--- config.mk ---
export PLATFORM = sky130hd
export DESIGN_NAME = order_feed_message_decoder_flat
export DESIGN_NICKNAME = d
export VERILOG_FILES = /design/src/ofmd_pkg.sv /design/src/ofmd_if.sv /design/src/order_feed_message_decoder.sv /design/src/ofmd_capture.sv /design/src/flat_wrapper.sv
export SDC_FILE = /design/constraint.sdc
export NUM_CORES = 1
export LEC_CHECK = 0
export BUFFER_PORTS_ARGS = -buffer_cell sky130_fd_sc_hd__buf_2
export CORE_MARGIN = 2
export CORE_UTILIZATION = 30
export CTS_CLUSTER_DIAMETER = 80
export CTS_CLUSTER_SIZE = 28
export DETAILED_ROUTE_END_ITERATION = 8
export PLACE_DENSITY_LB_ADDON = 0.2
export RECOVER_POWER = 50
export SYNTH_ARGS = -nofsm -noshare
export SYNTH_HDL_FRONTEND = slang
export SYNTH_SLANG_ARGS = --single-unit
--- constraint.sdc ---
create_clock -name clk -period 12.7 [get_ports clk]
set_input_delay 0.635 -clock clk [delete_from_list [all_inputs] [get_ports clk]]
set_output_delay 0.635 -clock clk [all_outputs]
set_load 0.05 [all_outputs]
--- src/ofmd_pkg.sv ---
// ofmd_pkg: types, codes and fixed offsets for the order feed message decoder
// no dependencies; used by the interfaces, ofmd_capture and order_feed_message_decoder
`default_nettype none

package ofmd_pkg;

    localparam int unsigned POS_W = 6;

    localparam logic [POS_W-1:0] POS_MAX            = 6'd63;
    localparam logic [POS_W-1:0] ORDER_REF_FIRST    = 6'd5;
    localparam logic [POS_W-1:0] ORDER_REF_LAST     = 6'd8;
    localparam logic [POS_W-1:0] SIDE_POS           = 6'd9;
    localparam logic [POS_W-1:0] QUANTITY_FIRST     = 6'd10;
    localparam logic [POS_W-1:0] QUANTITY_LAST      = 6'd15;
    localparam logic [POS_W-1:0] PRICE_FIRST        = 6'd16;
    localparam logic [POS_W-1:0] PRICE_LAST         = 6'd23;
    localparam logic [POS_W-1:0] CONDITION_POS      = 6'd24;
    localparam logic [POS_W-1:0] MODIFICATION_POS   = 6'd25;

    // minimum tag lengths
    localparam logic [POS_W:0] MIN_LEN_ADD     = 7'd26;
    localparam logic [POS_W:0] MIN_LEN_DELETE  = 7'd11;
    localparam logic [POS_W:0] MIN_LEN_EXECUTE = 7'd20;

    localparam logic [7:0] TYPE_ADD     = 8'h41; // 'A'
    localparam logic [7:0] TYPE_DELETE  = 8'h44; // 'D'
    localparam logic [7:0] TYPE_EXECUTE = 8'h45; // 'E'
    localparam logic [7:0] TYPE_EXEC_PX = 8'h43; // 'C'
    localparam logic [7:0] TYPE_RESET   = 8'h52; // 'R'
    localparam logic [7:0] SIDE_CHAR_BUY  = 8'h42; // 'B'
    localparam logic [7:0] SIDE_CHAR_SELL = 8'h53; // 'S'

    localparam logic signed [63:0] PRICE_MAX = 64'sh7FFF_FFFF_FFFF_FFFF;

    typedef enum logic [2:0] {
        KIND_ADD      = 3'd0,
        KIND_DELETE   = 3'd1,
        KIND_EXECUTE  = 3'd2,
        KIND_EXEC_PX  = 3'd3,
        KIND_RESET    = 3'd4
    } kind_t;

    typedef enum logic [1:0] {
        SIDE_BUY     = 2'd0,
        SIDE_SELL    = 2'd1,
        SIDE_UNKNOWN = 2'd2
    } side_t;

    typedef struct packed {
        logic [7:0] tag_type;
        logic [7:0] data_byte;
        logic       last_byte;
    } tag_item_t;

    typedef struct packed {
        logic [2:0]         kind;
        logic [31:0]        order_ref;
        logic [1:0]         side;
        logic [47:0]        quantity;
        logic signed [63:0] price;
        logic [7:0]         cond_code;
        logic [7:0]         mod_code;
    } msg_item_t;

    typedef struct packed {
        logic [31:0] order_ref;
        logic [7:0]  side;
        logic [47:0] quantity;
        logic [63:0] px_raw;
        logic [7:0]  condition;
        logic [7:0]  modification;
    } fields_t;

endpackage

`default_nettype wire

--- src/ofmd_if.sv ---
// ofmd_if: valid/ready channel interfaces for tag bytes, messages and configuration
// depends on ofmd_pkg
`default_nettype none

interface ofmd_tag_if;
    logic                 valid;
    logic                 ready;
    ofmd_pkg::tag_item_t  payload;
    modport source (output valid, output payload, input ready);
    modport sink   (input valid, input payload, output ready);
endinterface

interface ofmd_msg_if;
    logic                 valid;
    logic                 ready;
    ofmd_pkg::msg_item_t  payload;
    modport source (output valid, output payload, input ready);
    modport sink   (input valid, input payload, output ready);
endinterface

interface ofmd_cfg_if;
    logic                 valid;
    logic                 ready;
    logic signed [63:0]   payload;
    modport source (output valid, output payload, input ready);
    modport sink   (input valid, input payload, output ready);
endinterface

`default_nettype wire

--- src/order_feed_message_decoder.sv ---
// order_feed_message_decoder: top level, decodes order-feed tag bytes into messages
// depends on ofmd_pkg, ofmd_if and ofmd_capture
//
//   channel   modport  payload                              transaction
//   tag_in    sink     tag_type, data_byte, last_byte       one tag byte
//   msg_out   source   kind .. mod_code                     one decoded message
//   cfg       sink     market price value (64, signed)      one register write
//
// one tag byte per cycle while tag_in is ready; a message appears on msg_out the cycle after its last byte
// the field captures and the message register sit back to back with no other stage
// tag_in stalls only while a message is held and msg_out is not ready
// reset clears the byte counter, captures, market price and message valid flag; no clearing pass
`default_nettype none

module order_feed_message_decoder (
    input  wire logic   clk,
    input  wire logic   rst_n,
    ofmd_tag_if.sink    tag_in,
    ofmd_msg_if.source  msg_out,
    ofmd_cfg_if.sink    cfg
);

    logic                        accept;
    logic [ofmd_pkg::POS_W-1:0]  position;
    logic [ofmd_pkg::POS_W:0]    tag_len;
    ofmd_pkg::fields_t           fields_next;
    logic signed [63:0]          market_price_reg;
    logic signed [63:0]          price_decoded;
    logic                        msg_valid_reg;
    ofmd_pkg::msg_item_t         msg_reg;
    ofmd_pkg::msg_item_t         msg_next;
    logic                        msg_hit;

    assign tag_in.ready = !msg_valid_reg || msg_out.ready;
    assign accept       = tag_in.valid && tag_in.ready;
    assign cfg.ready    = 1'b1;

    ofmd_capture u_capture (
        .clk         (clk),
        .rst_n       (rst_n),
        .accept      (accept),
        .data_byte   (tag_in.payload.data_byte),
        .last_byte   (tag_in.payload.last_byte),
        .position    (position),
        .fields_next (fields_next)
    );

    assign tag_len = {1'b0, position} + 1'b1;

    always_comb
    begin
        if (&fields_next.px_raw)
            price_decoded = market_price_reg;
        else if (fields_next.px_raw[63])
            price_decoded = ofmd_pkg::PRICE_MAX;
        else
            price_decoded = $signed(fields_next.px_raw);
    end

    always_comb
    begin
        msg_next = '0;
        msg_hit  = 1'b0;
        case (tag_in.payload.tag_type)
            ofmd_pkg::TYPE_ADD:
            begin
                if (tag_len >= ofmd_pkg::MIN_LEN_ADD)
                begin
                    msg_hit            = 1'b1;
                    msg_next.kind      = ofmd_pkg::KIND_ADD;
                    msg_next.order_ref = fields_next.order_ref;
                    case (fields_next.side)
                        ofmd_pkg::SIDE_CHAR_BUY:  msg_next.side = ofmd_pkg::SIDE_BUY;
                        ofmd_pkg::SIDE_CHAR_SELL: msg_next.side = ofmd_pkg::SIDE_SELL;
                        default:                  msg_next.side = ofmd_pkg::SIDE_UNKNOWN;
                    endcase
                    msg_next.quantity  = fields_next.quantity;
                    msg_next.price     = price_decoded;
                    msg_next.cond_code = fields_next.condition;
                    msg_next.mod_code  = fields_next.modification;
                end
            end
            ofmd_pkg::TYPE_DELETE:
            begin
                if (tag_len >= ofmd_pkg::MIN_LEN_DELETE)
                begin
                    msg_hit            = 1'b1;
                    msg_next.kind      = ofmd_pkg::KIND_DELETE;
                    msg_next.order_ref = fields_next.order_ref;
                end
            end
            ofmd_pkg::TYPE_EXECUTE, ofmd_pkg::TYPE_EXEC_PX:
            begin
                if (tag_len >= ofmd_pkg::MIN_LEN_EXECUTE)
                begin
                    msg_hit            = 1'b1;
                    msg_next.kind      = (tag_in.payload.tag_type == ofmd_pkg::TYPE_EXECUTE)
                                         ? ofmd_pkg::KIND_EXECUTE : ofmd_pkg::KIND_EXEC_PX;
                    msg_next.order_ref = fields_next.order_ref;
                    msg_next.quantity  = fields_next.quantity;
                end
            end
            ofmd_pkg::TYPE_RESET:
            begin
                msg_hit       = 1'b1;
                msg_next.kind = ofmd_pkg::KIND_RESET;
            end
            default:
                msg_hit = 1'b0;
        endcase
    end

    always_ff @(posedge clk or negedge rst_n)
    begin
        if (!rst_n)
            market_price_reg <= '0;
        else if (cfg.valid && cfg.ready)
            market_price_reg <= cfg.payload;
    end

    always_ff @(posedge clk or negedge rst_n)
    begin
        if (!rst_n)
            msg_valid_reg <= 1'b0;
        else if (accept && tag_in.payload.last_byte && msg_hit)
            msg_valid_reg <= 1'b1;
        else if (msg_out.ready)
            msg_valid_reg <= 1'b0;
    end

    always_ff @(posedge clk)
    begin
        if (accept && tag_in.payload.last_byte && msg_hit)
            msg_reg <= msg_next;
    end

    assign msg_out.valid   = msg_valid_reg;
    assign msg_out.payload = msg_reg;

endmodule

`default_nettype wire

--- src/ofmd_capture.sv ---
// ofmd_capture: byte position counter and big-endian field capture registers
// depends on ofmd_pkg
`default_nettype none

module ofmd_capture (
    input  wire logic                              clk,
    input  wire logic                              rst_n,
    input  wire logic                              accept,
    input  wire logic [7:0]                        data_byte,
    input  wire logic                              last_byte,
    output logic [ofmd_pkg::POS_W-1:0]             position,
    output ofmd_pkg::fields_t                      fields_next
);

    logic [ofmd_pkg::POS_W-1:0] pos_reg;
    logic [ofmd_pkg::POS_W-1:0] pos_next;
    ofmd_pkg::fields_t          fields_reg;

    assign position = pos_reg;

    always_comb
    begin
        fields_next = fields_reg;
        case (pos_reg) inside
            [ofmd_pkg::ORDER_REF_FIRST:ofmd_pkg::ORDER_REF_LAST]:
                fields_next.order_ref = {fields_reg.order_ref[23:0], data_byte};
            ofmd_pkg::SIDE_POS:
                fields_next.side = data_byte;
            [ofmd_pkg::QUANTITY_FIRST:ofmd_pkg::QUANTITY_LAST]:
                fields_next.quantity = {fields_reg.quantity[39:0], data_byte};
            [ofmd_pkg::PRICE_FIRST:ofmd_pkg::PRICE_LAST]:
                fields_next.px_raw = {fields_reg.px_raw[55:0], data_byte};
            ofmd_pkg::CONDITION_POS:
                fields_next.condition = data_byte;
            ofmd_pkg::MODIFICATION_POS:
                fields_next.modification = data_byte;
            default:
                fields_next = fields_reg;
        endcase
    end

    always_comb
    begin
        if (last_byte)
            pos_next = '0;
        else if (pos_reg == ofmd_pkg::POS_MAX)
            pos_next = pos_reg;
        else
            pos_next = pos_reg + 1'b1;
    end

    always_ff @(posedge clk or negedge rst_n)
    begin
        if (!rst_n)
        begin
            pos_reg    <= '0;
            fields_reg <= '0;
        end
        else if (accept)
        begin
            pos_reg    <= pos_next;
            fields_reg <= fields_next;
        end
    end

endmodule

`default_nettype wire
--- src/flat_wrapper.sv ---
// flat-port wrapper written by rule: the top's interface ports become plain ports
module order_feed_message_decoder_flat 
  (clk, rst_n, tag_in_valid, tag_in_payload, tag_in_ready, msg_out_valid, msg_out_payload, msg_out_ready, cfg_valid, cfg_payload, cfg_ready);
  ofmd_tag_if tag_in_i ();
  ofmd_msg_if msg_out_i ();
  ofmd_cfg_if cfg_i ();
  input  wire logic clk;
  input  wire logic rst_n;
  input wire logic [$bits(tag_in_i.valid)-1:0] tag_in_valid;
  input wire logic [$bits(tag_in_i.payload)-1:0] tag_in_payload;
  output wire logic [$bits(tag_in_i.ready)-1:0] tag_in_ready;
  output wire logic [$bits(msg_out_i.valid)-1:0] msg_out_valid;
  output wire logic [$bits(msg_out_i.payload)-1:0] msg_out_payload;
  input wire logic [$bits(msg_out_i.ready)-1:0] msg_out_ready;
  input wire logic [$bits(cfg_i.valid)-1:0] cfg_valid;
  input wire logic [$bits(cfg_i.payload)-1:0] cfg_payload;
  output wire logic [$bits(cfg_i.ready)-1:0] cfg_ready;
  assign tag_in_i.valid = tag_in_valid;
  assign tag_in_i.payload = tag_in_payload;
  assign tag_in_ready = tag_in_i.ready;
  assign msg_out_valid = msg_out_i.valid;
  assign msg_out_payload = msg_out_i.payload;
  assign msg_out_i.ready = msg_out_ready;
  assign cfg_i.valid = cfg_valid;
  assign cfg_i.payload = cfg_payload;
  assign cfg_ready = cfg_i.ready;
  order_feed_message_decoder u_core (.clk(clk), .rst_n(rst_n), .tag_in(tag_in_i), .msg_out(msg_out_i), .cfg(cfg_i));
endmodule
==> metrics.yaml <==
status:
  run_status: "finished, violations left"
  violations: "max-capacitance violations, max-slew violations"
logic_synthesis:
  syn_inst: 1432
  async_flop_share: 0.592
  synth-seq-cells: 404
  syn_nets: 1523
  seq_area_frac_synth: 0.608
  synth_area_sq_um: 18000
  ys.flop_type: "dfrtp_1"
  synth_edf_count: 165
  yosysWarnings: 0
  synthDistinctLibCells: 62
  avgSynthCellArea_sq_um: 12.6
clocking:
  cts.path.max_buffers: 3
  cts.sinks: 404
  postCtsResizedCells: 0
  clk_pin_slew_ps: 90
  cts_tree: "built"
  postCtsSetupBuffers: 0
  insertion_delay_ps: 600
  htree_levels: 1
  root_buffer: "clkbuf_16"
  hold_buffers: 0
  cts_made_buffers: 28
global_routing:
  grt_usage: 0.148
  grt_max_degree: 108
  grt_antenna_before_repair: 2
  grt_pass1_wl_um: 72300
  overflow: 0
  grt_pass1_vias: 11900
worst_setup_path:
  crit_slowest_cell: "clkbuf_1"
  critPathBufInv: 1
  path_max_fanout: 107
  worst-r2r-cell-count: 9
  arrival_ps: 4980
  rr_endpoint: "u_core.msg_out.payload[37]$_SDFFCE_PN0P_"
  rrSetupSlack_ps: 8130
  path_cells: "clkbuf_1"
  cp-end-kind: "async pin"
  crit_type: "primary input to async pin"
  r2r-start: "u_core.u_capture.position[1]$_DFFE_PN0P_"
  endpoint: "u_core.market_price_reg[51]$_DFFE_PN0P_"
  crit_path_start_kind: "primary input"
  path_depth: 1
  worstPathRequired_ps: 11900
  crit_path_max_incr_delay_ps: 4190
  path_delay_family: "buffers and inverters"
  crit_start: "rst_n"
sta:
  worstMarginPinSlew_ps: 6140
  setup_viol: 0
  min_period_ps: 5780
  max-slew-margin-rel: -3.09
  hold-worst-slack_ps: 274
  clock-skew-final_ps: 24.2
  finalSetupTns_ps: 0
  maxSlewViolCount: 173
  fmaxAchievable_ghz: 0.173
  hold_violations: 0
  grt_setup_unrepaired: "no"
  post-route-period-util: 0.455
drt:
  wl_um: 46900
  drcViolationCount: 0
  num_vias: 11700
  drt-initial-drc-count: 713
  viasPerCell: 4.84
  drtAntennaViolNets: 0
  firstDrtPassIters: 5
  avgRoutedWirePerCell_um: 19.3
layout:
  fin_nets: 1724
  n_antenna_cell: 0
  syn_to_final_growth_pct: 15.0
  final_cell_mix: "nand2_1 (317), dfrtp_1 (239), mux2_2 (201), clkbuf_1 (171), edfxtp_1 (165)"
  largest_register_ffs: 168
  drive_above_1_share: 0.256
  layout_commonest_cell: "nand2_1"
power:
  ir_drop_mv: 0.0979
  power.leakage_uw: 0.00838
  p_per_area_nw_per_um2: 133
floorplan:
  row_count: 89
  start_util: 0.304
  io_pins: 254
  die_area_sq_um: 62000
  die_h_um: 249
  coreArea_sq_um: 59100
  die_x_um: 249
placed_design:
  io_buffer_count: 252
  place_hpwl_um: 30500
  gp_congestion: 0.753
flow_run:
  maxCapViolations: 2
min_path:
  holdCritPathClass: "primary input to register"
cell usage after synthesis, types with 2 or more instances:
cell type | count | area [sq um]
buf_1 | 4 | 15.0
o21ai_0 | 11 | 55.1
nand4_1 | 12 | 75.1
xor2_1 | 4 | 35.0
xnor2_1 | 2 | 17.5
mux2i_1 | 9 | 90.1
nor4b_1 | 3 | 26.3
nor2_1 | 26 | 97.6
and2_1 | 2 | 12.5
or3_1 | 2 | 12.5
nand2_1 | 318 | 1190
or2_2 | 2 | 12.5
buf_6 | 15 | 169
a21oi_2 | 50 | 438
ha_1 | 5 | 62.6
nor4_1 | 2 | 12.5
o211ai_1 | 2 | 15.0
nor2b_1 | 3 | 18.8
o211a_1 | 62 | 621
clkbuf_1 | 53 | 199
dfrtp_1 | 239 | 5980
nand3_1 | 85 | 425
mux2_2 | 201 | 2260
nor3_4 | 2 | 32.5
and3_1 | 2 | 12.5
nand3b_1 | 4 | 30.0
a21oi_1 | 42 | 210
o31ai_1 | 2 | 15.0
inv_1 | 4 | 15.0
o21ai_1 | 4 | 20.0
and4b_1 | 2 | 20.0
buf_4 | 10 | 75.1
nor3_1 | 6 | 30.0
buf_2 | 17 | 85.1
mux2_1 | 30 | 338
nor2_2 | 2 | 12.5
o21a_1 | 2 | 15.0
edfxtp_1 | 165 | 4950
nand2b_1 | 3 | 18.8
logic make-up (layout without fill, tap and decap cells):
group,after synthesis,after routing,share of synthesized area
XOR/XNOR,6,6,0.00292
other,1,1,0.000208
AO/OA/AOI/OAI,186,186,0.0847
multiplexers,240,240,0.150
buffers and inverters,103,326,0.0310
flip-flops,404,404,0.608
AND/OR/NAND/NOR,487,487,0.121
adder cells (fa/ha/maj),5,5,0.00348
worst min path at each step:
stage                                                 start                                            to  slack (ps)  cells after the start
2_1_floorplan                                         rst_n        u_core.market_price_reg[0]$_DFFE_PN0P_         340                      0
4_1_cts                                               rst_n       u_core.market_price_reg[13]$_DFFE_PN0P_         130                      1
3_5_place_dp   u_core.u_capture.fields_reg[165]$_DFFE_PN0P_  u_core.u_capture.fields_reg[165]$_DFFE_PN0P_         470                      1
3_3_place_gp   u_core.u_capture.fields_reg[161]$_DFFE_PN0P_  u_core.u_capture.fields_reg[161]$_DFFE_PN0P_         470                      1
6_report                                    cfg_payload[44]       u_core.market_price_reg[44]$_DFFE_PN0P_         270                      2
5_1_grt                                     cfg_payload[20]       u_core.market_price_reg[20]$_DFFE_PN0P_         230                      2
per-stage QoR:
step                      worst slack, ps  cells  area [sq um]  total power [uW]  utilization
after floorplan                      3410   1432         18000              1650            -
final                                6920   2428         20700              2760        0.350
after global routing                 5580   2428         20700              2890        0.350
after global placement               8740   2376         19900              1750        0.336
after CTS                            8600   2428         21000              2810        0.354
after detailed placement             8600   2376         19900              1750        0.336
layer usage:
metal	share of wire	global-route usage	vias to the layer above
met1	0.44	0.197	5947
met5	0.00064	0	-
met2	0.50	0.256	227
met4	0.018	0.0300	4
li1	-	-	5510
met3	0.040	0.0241	52
power breakdown:
group	leakage (uW)	internal [uW]	switching [uW]
combinational	0.00338	92.1	128
sequential	0.00447	1430	70.6
clock	0.000520	493	549
area by class of cell:
class | instances | area [sq um]
clock buffer | 31 | 754
clock inverter | 21 | 320
fill | 5942 | 38400
inverter | 4 | 15.0
multi-input combinational | 925 | 6530
sequential | 404 | 10900
tap | 773 | 967
timing repair buffer | 270 | 1180
(Power assumes the default switching activity.)
